`src/rtl/core/aac_pkg.sv`:
```
package aac_pkg;

    localparam int SAMPLE_W = 12;
    localparam int WEIGHT_W = 8;
    localparam int ACC_W    = 20;
    localparam int NUM_W    = 24;
    localparam int BYTE_W   = 8;
    localparam int CFG_IDX_W = 3;
    localparam int CFG_DAT_W = 12;

    localparam logic [SAMPLE_W-1:0] FULL_SCALE   = 12'd4095;
    localparam logic [SAMPLE_W-1:0] ACTIVE_LIMIT = 12'd1023;
    localparam logic [WEIGHT_W-1:0] WEIGHT_MAX   = 8'd255;

    // level * 255 / 4095 == (level * 261184) >> 22 for every 12-bit level
    localparam int RECIP_W = 18;
    localparam logic [RECIP_W-1:0] BYTE_RECIP = 18'd261184;
    localparam int BYTE_SHIFT = 22;
    localparam int BYTE_PROD_W = SAMPLE_W + RECIP_W;

    localparam int QUEUE_DEPTH = 2;
    localparam int QPTR_W = 1;
    localparam int QCNT_W = 2;

    localparam logic [CFG_IDX_W-1:0] CFG_RANGE_LOW     = 3'd0;
    localparam logic [CFG_IDX_W-1:0] CFG_RANGE_HIGH    = 3'd1;
    localparam logic [CFG_IDX_W-1:0] CFG_SMOOTH_WEIGHT = 3'd2;
    localparam logic [CFG_IDX_W-1:0] CFG_INVERT        = 3'd3;
    localparam logic [CFG_IDX_W-1:0] CFG_CENTERED      = 3'd4;
    localparam logic [CFG_IDX_W-1:0] CFG_BASELINE      = 3'd5;

    typedef enum logic {
        K_PASS,
        K_DIV
    } t_kind;

    typedef struct packed {
        t_kind               kind;
        logic [NUM_W-1:0]    num;
        logic [SAMPLE_W-1:0] den;
    } t_job;

    typedef struct packed {
        logic [SAMPLE_W-1:0] range_low;
        logic [SAMPLE_W-1:0] range_high;
        logic [WEIGHT_W-1:0] smoothing_weight;
        logic                invert_output;
        logic                centered_mode;
        logic [SAMPLE_W-1:0] rest_baseline;
    } t_cfg;

endpackage

```
`src/rtl/core/aac_front.sv`:
```
module aac_front
    import aac_pkg::*;
(
    input  logic [SAMPLE_W-1:0] i_sample,
    input  t_cfg                i_cfg,
    output t_job                o_job
);

    logic [SAMPLE_W-1:0] offset;
    logic [NUM_W-1:0]    scaled_num;

    assign offset = i_sample - i_cfg.range_low;
    // offset * 4095 as (offset << 12) - offset
    assign scaled_num = {offset, {SAMPLE_W{1'b0}}} - {{(NUM_W-SAMPLE_W){1'b0}}, offset};

    always_comb begin
        o_job.kind = K_PASS;
        o_job.num  = '0;
        o_job.den  = i_cfg.range_high - i_cfg.range_low;
        if (i_cfg.range_high <= i_cfg.range_low) begin
            o_job.num = {{(NUM_W-SAMPLE_W){1'b0}}, i_sample};
        end else if (i_sample <= i_cfg.range_low) begin
            o_job.num = '0;
        end else if (i_sample >= i_cfg.range_high) begin
            o_job.num = {{(NUM_W-SAMPLE_W){1'b0}}, FULL_SCALE};
        end else begin
            o_job.kind = K_DIV;
            o_job.num  = scaled_num;
        end
    end

endmodule

```
`src/rtl/core/aac_queue.sv`:
```
module aac_queue
    import aac_pkg::*;
(
    input  logic i_clk,
    input  logic i_rst_n,
    input  logic i_push,
    input  t_job i_job,
    output logic o_full,
    input  logic i_pop,
    output logic o_valid,
    output t_job o_job
);

    t_job              r_mem [QUEUE_DEPTH];
    logic [QPTR_W-1:0] r_wr_ptr;
    logic [QPTR_W-1:0] r_rd_ptr;
    logic [QCNT_W-1:0] r_count;
    logic              do_push;
    logic              do_pop;

    assign o_full  = (r_count == QCNT_W'(QUEUE_DEPTH));
    assign o_valid = (r_count != '0);
    assign o_job   = r_mem[r_rd_ptr];
    assign do_push = i_push && !o_full;
    assign do_pop  = i_pop && o_valid;

    always_ff @(posedge i_clk) begin
        if (do_push) begin
            r_mem[r_wr_ptr] <= i_job;
        end
    end

    always_ff @(posedge i_clk) begin
        if (!i_rst_n) begin
            r_wr_ptr <= '0;
            r_rd_ptr <= '0;
            r_count  <= '0;
        end else begin
            if (do_push) begin
                r_wr_ptr <= r_wr_ptr + 1'b1;
            end
            if (do_pop) begin
                r_rd_ptr <= r_rd_ptr + 1'b1;
            end
            if (do_push && !do_pop) begin
                r_count <= r_count + 1'b1;
            end else if (do_pop && !do_push) begin
                r_count <= r_count - 1'b1;
            end
        end
    end

endmodule

```
`src/rtl/core/aac_back.sv`:
```
module aac_back
    import aac_pkg::*;
(
    input  logic                i_clk,
    input  logic                i_rst_n,
    input  t_cfg                i_cfg,
    input  logic                i_job_valid,
    input  t_job                i_job,
    output logic                o_job_pop,
    output logic                o_empty,
    input  logic                i_pop,
    output logic [SAMPLE_W-1:0] o_level_wide,
    output logic [BYTE_W-1:0]   o_level_byte,
    output logic                o_active
);

    typedef enum logic [2:0] {
        S_IDLE,
        S_DIV,
        S_MUL,
        S_UPD,
        S_OUT
    } t_state;

    localparam int STEP_W = $clog2(SAMPLE_W);
    localparam int PROD_W = WEIGHT_W + ACC_W;

    t_state              r_state;
    logic [NUM_W-1:0]    r_rem;
    logic [SAMPLE_W-1:0] r_den;
    logic [STEP_W-1:0]   r_step;
    logic [SAMPLE_W-1:0] r_scaled;
    logic [ACC_W-1:0]    r_acc;
    logic                r_seeded;
    logic [PROD_W-1:0]   r_prod;
    logic                r_up;
    logic                r_out_valid;
    logic [SAMPLE_W-1:0] r_out_wide;
    logic [BYTE_W-1:0]   r_out_byte;
    logic                r_out_active;

    logic [NUM_W-1:0]       shifted_den;
    logic                   take_bit;
    logic [ACC_W-1:0]       x_val;
    logic [ACC_W-1:0]       diff;
    logic [WEIGHT_W-1:0]    weight;
    logic [SAMPLE_W-1:0]    level_raw;
    logic [SAMPLE_W-1:0]    level;
    logic [SAMPLE_W-1:0]    distance;
    logic [BYTE_PROD_W-1:0] byte_prod;
    logic                   act;
    logic                   out_free;

    assign shifted_den = {{(NUM_W-SAMPLE_W){1'b0}}, r_den} << r_step;
    assign take_bit    = (r_rem >= shifted_den);

    assign x_val  = {r_scaled, 8'b0};
    assign diff   = (x_val > r_acc) ? (x_val - r_acc) : (r_acc - x_val);
    assign weight = (i_cfg.smoothing_weight == '0) ? WEIGHT_MAX : i_cfg.smoothing_weight;

    assign level_raw = r_acc[ACC_W-1:8];
    assign level     = i_cfg.invert_output ? (FULL_SCALE - level_raw) : level_raw;
    assign distance  = (level >= i_cfg.rest_baseline) ? (level - i_cfg.rest_baseline)
                                                      : (i_cfg.rest_baseline - level);
    assign act       = i_cfg.centered_mode ? (distance > ACTIVE_LIMIT)
                                           : (level > ACTIVE_LIMIT);
    assign byte_prod = BYTE_PROD_W'(level) * BYTE_PROD_W'(BYTE_RECIP);

    // result register frees up in the same cycle it is taken
    assign out_free  = !r_out_valid || i_pop;
    assign o_job_pop = (r_state == S_IDLE) && i_job_valid;

    assign o_empty      = !r_out_valid;
    assign o_level_wide = r_out_wide;
    assign o_level_byte = r_out_byte;
    assign o_active     = r_out_active;

    always_ff @(posedge i_clk) begin
        if (!i_rst_n) begin
            r_state     <= S_IDLE;
            r_acc       <= '0;
            r_seeded    <= 1'b0;
            r_out_valid <= 1'b0;
        end else begin
            if (r_state == S_OUT && out_free) begin
                r_out_valid <= 1'b1;
            end else if (i_pop && r_out_valid) begin
                r_out_valid <= 1'b0;
            end
            unique case (r_state)
                S_IDLE: begin
                    if (i_job_valid) begin
                        r_rem    <= i_job.num;
                        r_den    <= i_job.den;
                        r_step   <= STEP_W'(SAMPLE_W - 1);
                        if (i_job.kind == K_DIV) begin
                            r_scaled <= '0;
                            r_state  <= S_DIV;
                        end else begin
                            r_scaled <= i_job.num[SAMPLE_W-1:0];
                            r_state  <= S_MUL;
                        end
                    end
                end
                S_DIV: begin
                    // one restoring quotient bit per cycle, msb first
                    if (take_bit) begin
                        r_rem            <= r_rem - shifted_den;
                        r_scaled[r_step] <= 1'b1;
                    end
                    if (r_step == '0) begin
                        r_state <= S_MUL;
                    end else begin
                        r_step <= r_step - 1'b1;
                    end
                end
                S_MUL: begin
                    r_prod  <= PROD_W'(weight) * PROD_W'(diff);
                    r_up    <= (x_val > r_acc);
                    r_state <= S_UPD;
                end
                S_UPD: begin
                    if (!r_seeded) begin
                        r_acc    <= x_val;
                        r_seeded <= 1'b1;
                    end else if (r_up) begin
                        r_acc <= r_acc + r_prod[PROD_W-1:8];
                    end else begin
                        r_acc <= r_acc - r_prod[PROD_W-1:8];
                    end
                    r_state <= S_OUT;
                end
                S_OUT: begin
                    if (out_free) begin
                        r_out_wide   <= level;
                        r_out_byte   <= byte_prod[BYTE_SHIFT +: BYTE_W];
                        r_out_active <= act;
                        r_state      <= S_IDLE;
                    end
                end
                default: begin
                    r_state <= S_IDLE;
                end
            endcase
        end
    end

endmodule

```
`src/rtl/core/analog_axis_conditioner_core.sv`:
```
// channel   direction  handshake                   payload
// sample    in         push / full                 i_sample[11:0]
// result    out        empty / pop                 o_level_wide[11:0], o_level_byte[7:0], o_active
// config    in         cfg_valid / cfg_ready       i_cfg_index[2:0], i_cfg_data[11:0]
//
// each item in the back end is picked up, passes the one-bit-per-cycle range
// divider, then goes through multiply, average update and output.
// items that need no division skip the divider but still pass the other steps.
// a two-entry queue sits behind the input, so full rises only when it holds two items.
// reset clears the registers to their defaults, the average and the queue.
// a result waiting in the output register stalls the back end only at its last step.
module analog_axis_conditioner_core
    import aac_pkg::*;
(
    input  logic                 i_clk,
    input  logic                 i_rst_n,
    input  logic                 push,
    output logic                 full,
    input  logic [SAMPLE_W-1:0]  i_sample,
    output logic                 empty,
    input  logic                 pop,
    output logic [SAMPLE_W-1:0]  o_level_wide,
    output logic [BYTE_W-1:0]    o_level_byte,
    output logic                 o_active,
    input  logic                 cfg_valid,
    output logic                 cfg_ready,
    input  logic [CFG_IDX_W-1:0] i_cfg_index,
    input  logic [CFG_DAT_W-1:0] i_cfg_data
);

    t_cfg r_cfg;
    t_job front_job;
    t_job queue_job;
    logic queue_valid;
    logic queue_pop;

    assign cfg_ready = 1'b1;

    always_ff @(posedge i_clk) begin
        if (!i_rst_n) begin
            r_cfg.range_low        <= '0;
            r_cfg.range_high       <= FULL_SCALE;
            r_cfg.smoothing_weight <= '0;
            r_cfg.invert_output    <= 1'b0;
            r_cfg.centered_mode    <= 1'b0;
            r_cfg.rest_baseline    <= 12'd2048;
        end else if (cfg_valid && cfg_ready) begin
            unique case (i_cfg_index)
                CFG_RANGE_LOW:     r_cfg.range_low        <= i_cfg_data;
                CFG_RANGE_HIGH:    r_cfg.range_high       <= i_cfg_data;
                CFG_SMOOTH_WEIGHT: r_cfg.smoothing_weight <= i_cfg_data[WEIGHT_W-1:0];
                CFG_INVERT:        r_cfg.invert_output    <= i_cfg_data[0];
                CFG_CENTERED:      r_cfg.centered_mode    <= i_cfg_data[0];
                CFG_BASELINE:      r_cfg.rest_baseline    <= i_cfg_data;
                default: begin
                end
            endcase
        end
    end

    aac_front u_front (
        .i_sample (i_sample),
        .i_cfg    (r_cfg),
        .o_job    (front_job)
    );

    aac_queue u_queue (
        .i_clk   (i_clk),
        .i_rst_n (i_rst_n),
        .i_push  (push),
        .i_job   (front_job),
        .o_full  (full),
        .i_pop   (queue_pop),
        .o_valid (queue_valid),
        .o_job   (queue_job)
    );

    aac_back u_back (
        .i_clk        (i_clk),
        .i_rst_n      (i_rst_n),
        .i_cfg        (r_cfg),
        .i_job_valid  (queue_valid),
        .i_job        (queue_job),
        .o_job_pop    (queue_pop),
        .o_empty      (empty),
        .i_pop        (pop),
        .o_level_wide (o_level_wide),
        .o_level_byte (o_level_byte),
        .o_active     (o_active)
    );

endmodule

```
`config.mk`:
```
export PLATFORM = sky130hd
export DESIGN_NAME = analog_axis_conditioner_core
export DESIGN_NICKNAME = d
export VERILOG_FILES = /design/src/rtl/core/aac_pkg.sv /design/src/rtl/core/aac_front.sv /design/src/rtl/core/aac_queue.sv /design/src/rtl/core/aac_back.sv /design/src/rtl/core/analog_axis_conditioner_core.sv
export SDC_FILE = /design/constraint.sdc
export NUM_CORES = 1
export LEC_CHECK = 0
export BUFFER_PORTS_ARGS = -buffer_cell sky130_fd_sc_hd__buf_4
export CAP_MARGIN = 10
export CORE_MARGIN = 2
export CORE_UTILIZATION = 29
export CTS_BUF_LIST = sky130_fd_sc_hd__clkbuf_8
export DETAILED_ROUTE_END_ITERATION = 6
export PLACE_DENSITY = 0.47
export SKIP_LAST_GASP = 1
export SYNTH_ARGS = -nofsm -noshare
export SYNTH_HDL_FRONTEND = slang
export SYNTH_SLANG_ARGS = --single-unit
```
`constraint.sdc`:
```
create_clock -name i_clk -period 6.6 [get_ports i_clk]
set_input_delay 0.66 -clock i_clk [delete_from_list [all_inputs] [get_ports i_clk]]
set_output_delay 0.66 -clock i_clk [all_outputs]
set_load 0.03 [all_outputs]
```
Yosys cells after proc, flatten, opt, wreduce, memory -nomap -nowiden. Memory sizes are Yosys's and may differ from the RTL's. A register that Yosys moved wholly into a read port is not among the register bits. Index checks and enable logic that the tools add are counted.

Flip-flop bits (word level): 177. Latch bits: 0. RAM bits: 74. Memory bits (read-only): 0. Input bits: 32. Output and inout bits: 24. Logic and storage cells: 139. Memories kept: 1.

Memories: u_queue.r_mem (words 2, width 37, rd ports 1, clocked after Yosys merged registers in 1, write ports 1, line aac_queue.sv:14) `t_job r_mem [QUEUE_DEPTH];`.

Add/subtract/negate cells: 16. Multipliers: 2. Div/mod/pow operators: 0. Order comparisons: 10. Equality and inequality tests: 15. Shifts and indexed selects: 1. Muxes and demuxes: 38. Bitwise logic cells: 1. Reduce and logical (&&, ||, !) cells: 33.

Operators by type and width (count): $mux W24 (5); $mux W12 (5); $mux W20 (3); $sub A20 B20 Y20 (3); $pmux W24 S2 (1); $sub A12 B12 Y12 (4); $mul A8 B20 Y28 (1); $ge A12 B12 Y1 (2); $ge A24 B24 Y1 (1); $gt A12 B10 Y1 const B (2); $le A12 B12 Y1 (2); $mul A12 B12 Y24 const B (1); $pmux W12 S2 (1); $shl A12 B4 Y24 (1); $sub A24 B12 Y24 (1); $sub A24 B24 Y24 (1); $add A20 B20 Y20 (1); $gt A20 B20 Y1 (1); $pmux W3 S5 (1); $reduce_and A2 Y1 (7); $eq A3 B2 Y1 const B (4); $or A12 B12 Y12 (1); $sub A12 B12 Y12 const A (1); $mux W1 (11); other kinds (26) (55).

Longest topological paths before layout.
Word-level depth: 7. Depth in mapped cells: 33. Gate-level depth less buffers: 30.

Modules after synthesis. From an unflattened synthesis, not the netlist that was laid out.

Cell total of the unflattened synthesis: 2541. Area total of the unflattened synthesis: 23643.9 um2.

By module, submodules not included: aac_back (times used 1, cells each 1900, area each 16708.5 um2, seq. area each 3323.2 um2); aac_queue (times used 1, cells each 140, area each 2914.0 um2, seq. area each 2322.2 um2); aac_front (times used 1, cells each 318, area each 2182.1 um2, seq. area each 0.0 um2); analog_axis_conditioner_core (times used 1, cells each 183, area each 1839.3 um2, seq. area each 920.9 um2).

Least setup slack after synthesis. OpenSTA, ideal clock, no wires.

Kind: reg-to-reg. Start point: register u_back.r_acc[11]. End point: register u_back.r_prod[27] (data pin). Setup time: 260 ps. Arrival: 6986 ps. Data required time: 6340 ps. Slack: -646 ps. Stages on the path, launching flop included: 30. Buffers on the path: 2. Period minus slack after synthesis: 7246 ps. Cells stage by stage: dfxtp_1 > clkbuf_1 > inv_1 > ha_1 > buf_4 > a21o_1 > a221oi_4 > a21oi_4 > o21bai_4 > mux2_2 > a211oi_2 > o21ai_1 > a21oi_2 > xnor2_2 > nand2_1 > fa_1 > fa_1 > fa_1 > fa_1 > inv_1 > ha_1 > a21o_1 > a21o_1 > a21oi_1 > o21ai_0 > a21o_1 > a31o_2 > o31ai_1 > o21bai_1 > xnor2_1.

Cells in the longest elaborated chain, start to end: 3. Elaborated cells on any way between the ends: 5. Classes of those cells: add/sub: 2; mul: 1; order compare: 1; mux: 1.

Ends and longest elaborated chain: from (decl) (line aac_back.sv:33) `logic [ACC_W-1:0] r_acc;`; from (signal assigned) (line aac_back.sv:124) `r_acc <= x_val;`; from (signal assigned) (line aac_back.sv:127) `r_acc <= r_acc + r_prod[PROD_W-1:8];`; from (signal assigned) (line aac_back.sv:129) `r_acc <= r_acc - r_prod[PROD_W-1:8];`; $sub A20 B20 Y20 or $gt A20 B20 Y1 (tied branches) (line aac_back.sv:58) `assign diff = (x_val > r_acc) ? (x_val - r_acc) : (r_acc - x_val);`; $mux W20 * (line aac_back.sv:58); $mul A8 B20 Y28 * (line aac_back.sv:118) `r_prod <= PROD_W'(weight) * PROD_W'(diff);`; to (signal assigned) (line aac_back.sv:118); to (decl) (line aac_back.sv:35) `logic [PROD_W-1:0] r_prod;`.

Every way passes the cells marked *; elsewhere a longest branch is shown, timed or not. A chain may end at the register's enable or synchronous reset.

Worst setup path in the final report.
Start point: register u_back.r_scaled[5]. End point: register u_back.r_prod[27] (data pin).

Cells in the longest elaborated chain, start to end: 3. Elaborated cells on any way between the ends: 5. Classes of those cells: add/sub: 2; mul: 1; order compare: 1; mux: 1.

Ends and longest elaborated chain: from (decl) (line aac_back.sv:32) `logic [SAMPLE_W-1:0] r_scaled;`; from (signal assigned) (line aac_back.sv:100) `r_scaled <= i_job.num[SAMPLE_W-1:0];`; $sub A20 B20 Y20 or $gt A20 B20 Y1 (tied branches) (line aac_back.sv:58); $mux W20 * (line aac_back.sv:58); $mul A8 B20 Y28 * (line aac_back.sv:118).

Marked as above.

==> impl_metrics.py <==
metrics = {
    "floorplan": {
        "dieArea_um2": 81500,
        "core_um2": 78700,
        "initial_utilization": 0.292,
        "rows": 103,
        "pin_count": 56,
        "fp.dieH_um": 285,
        "die_w_um": 285,
    },
    "routing": {
        "remaining_drc_errors": 0,
        "dr.pass1.iters": 5,
        "num_vias": 18158,
        "drt-initial-drc-count": 1063,
        "drtAntennaViolNets": 0,
        "routed_wire_length_per_instance_um": 17.8,
        "routed_via_density": 4.76,
        "wirelength_um": 67800,
    },
    "yosys": {
        "synth_top_family_by_area": "adder cells",
        "synth_area_leader_cell": "edfxtp_1",
        "synthArstFlopShare": 0,
        "synthTopCellsByArea": "edfxtp_1 (22%), fa_1 (14%), ha_1 (13%)",
        "synth_cells": 2477,
        "synthSimpleGateAreaFrac": 0.143,
        "synth-compound-area-share": 0.136,
        "synth_fa_ha_area_frac": 0.269,
        "synth_edf_count": 168,
        "ys_warn_count": 0,
        "synthXorXnorAreaFrac": 0.0592,
        "syn_nets": 2910,
        "yosysUniqueCellTypes": 96,
        "seq_area_frac_synth": 0.286,
        "yosys-mux-area-fraction": 0.0389,
        "syn_area_per_cell_um2": 9.27,
        "ys_ff_latch": 244,
        "yosys_most_used_dff": "edfxtp_1",
        "netlist.area_leader.share": 0.220,
        "netlist_area_um2": 23000,
    },
    "worst_setup_path": {
        "crit_path_frequent_cell": "fa_1",
        "rrSetupSlack_ps": -250,
        "critPathSlowestCell": "fa_1",
        "worst-setup-path-type": "reg2reg",
        "path_max_fanout": 7,
        "worstSetupStartpointType": "flip-flop",
        "cp.arrival_ps": 7240,
        "r2r_end": "u_back.r_prod[27]",
        "worstPathRequired_ps": 6990,
        "reg2reg_from": "u_back.r_scaled[5]",
        "slowest_delay_ps": 500,
        "r2r_cells": 29,
        "cp-end-kind": "flip-flop",
    },
    "cells_and_area": {
        "num-nets-final": 3165,
        "syn2layout_area_growth_pct": 20.8,
        "drive_gt1_frac": 0.189,
    },
    "placed_design": {
        "hpwl_um": 54700,
        "port_buffers": 54,
        "gp_congestion": 0.881,
    },
    "clock_tree": {
        "root_buffer": "clkbuf_8",
        "cts.path.max_buffers": 3,
        "numCtsBuffers": 47,
        "cts_sinks": 244,
        "clk_latency_ps": 640,
        "cts_tree": "yes",
        "clk_pin_slew_ps": 70,
        "htree_levels": 2,
    },
    "global_route": {
        "grt_usage": 0.166,
        "grt_first_pass_wirelength_um": 106000,
        "antenna_found_initial": 4,
        "grt_pass1_vias": 18770,
        "overflow": 0,
        "grt_max_degree": 62,
    },
    "timing": {
        "worst_pin_slew_ps": 1300,
        "max_freq_ghz": 0.146,
        "hold_viol_final": 0,
        "drv_slew": 0,
        "timing.final.ws_setup_ps": -250,
        "setup_viol": 4,
        "timing.final.crit_share": 1.04,
        "rsz0062_at_grt": "yes",
        "tns_ps": -865,
        "clock_skew_ps": 35.1,
        "relSlewSlack": 0.130,
        "post-route-min-period_ps": 6850,
    },
    "run_status": {
        "outcome": "finished, violations left",
        "violations": "negative setup slack",
    },
    "hold_path": {
        "whs_path_depth": 3,
        "hold_path_class": "in2reg",
        "min-delay-start": "i_cfg_data[5]",
        "whs_endpoint": "r_cfg[19]",
    },
    "run": {
        "cap_violations": 0,
    },
}
sequential cells by signal, summed over array words and instances, names as in the netlist, 2 cells and up, named ones only:
signal               count
u_back.o_level_byte      8
u_back.r_scaled         12
u_back.r_step            4
u_back.r_den            12
r_cfg                   46
u_queue.r_mem           74
u_queue.r_count          2
u_back.o_level_wide     12
u_back.r_state           3
u_back.r_rem            24
u_back.r_prod           20
u_back.r_acc            20
final cells by class:
cell class                      count  area [µm²]
Inverter                          319        1200
Clock buffer                       48         661
Antenna cell                        1        2.50
Clock inverter                     36         308
Sequential cell                   244        6580
Tap cell                         1050        1310
Timing Repair Buffer              285        2220
Fill cell                        8031       51000
Multi-Input combinational cell   1835       15500
cells in the final DEF (no fill, tap or decap), types with 21 or more instances in the layout:
cell type	Yosys	routed
nand3_1	23	21
edfxtp_1	168	168
nor3_1	39	38
mux2i_1	53	49
inv_1	315	328
mux2_2	24	21
nand2b_1	32	32
a21o_1	55	55
fa_1	156	153
o21ai_0	102	95
xnor2_1	71	65
xor2_1	73	69
dfxtp_1	76	71
clkbuf_8	0	48
a21oi_1	182	166
nor2_1	264	259
buf_4	3	277
nor2b_1	32	30
nand2_1	194	191
or2_2	23	23
ha_1	245	228
Yosys cell counts, drive strengths merged, types with 11 or more instances:
cell type / instances
a211oi: 18
a21o: 55
a21oi: 184
a31oi: 16
and2: 13
and3: 13
buf: 18
clkbuf: 61
dfxtp: 76
edfxtp: 168
fa: 156
ha: 245
inv: 317
mux2: 26
mux2i: 53
nand2: 194
nand2b: 32
nand3: 24
nand4: 14
nor2: 265
nor2b: 32
nor3: 39
o211ai: 17
o21a: 13
o21ai: 107
o21bai: 18
o22ai: 11
o31ai: 11
or2: 25
or3: 12
xnor2: 74
xor2: 76
cell families after synthesis:
| family | after synthesis |
|---|---|
| mux | 82 |
| buf+inv | 398 |
| compound gates | 497 |
| fa+ha+maj | 401 |
| flops | 244 |
| xor+xnor | 150 |
| simple gates | 704 |
| other cells | 1 |
stage by stage:
step                      std cells  hold WS (ps)   util  setup WS [ps]  cell area, µm²
after floorplan                2477           436      -           -153           23200
after global placement         3703           448  0.332           -276           26100
after detailed placement       3703           457  0.332           -380           26100
after CTS                      3807           244  0.349           -241           27400
after global routing           3818           273  0.352           -595           27800
final                          3818           304  0.352           -250           27800
worst max-delay path by stage:
stage,end,cells past startpoint,start,slack [ps]
detailed placement,u_back.r_prod[27],28,u_back.r_scaled[6],-380
finish,u_back.r_prod[27],29,u_back.r_scaled[5],-250
global route,u_back.r_prod[27],28,u_back.r_scaled[5],-590
CTS,u_back.r_prod[27],27,u_back.r_scaled[5],-240
floorplan,u_back.r_prod[27],29,u_back.r_scaled[5],-150
global placement,u_back.r_prod[27],28,u_back.r_scaled[6],-280
layer usage:
layer	vias up	GRT usage	share of wire
li1	8912	-	-
met1	8740	0.235	0.48
met2	396	0.264	0.44
met3	110	0.0244	0.050
met4	0	0.0490	0.027
met5	-	0	0
critical path, delay by kind of cell, from the launching register on:
family	cells	cell delay [ps]
AO/OA/AOI/OAI	12	2040
XOR/XNOR	2	330
adder cells (fa/ha/maj)	6	2420
buffers and inverters	5	490
flip-flops	1	430
multiplexers	1	330
AND/OR/NAND/NOR	3	530
repair_timing:
action / in CTS / in global routing
buffers inserted: 19 / 11
endpoints found under the setup margin: 13 / 19
gates cloned: 1 / 0
resized for setup: 34 / 45
pin swaps: 19 / 20
hold buffers: 0 / 0
Power is left out: the tool's default activity adds up to more than one toggle a clock period on the data nets, which glitch-free logic cannot reach.
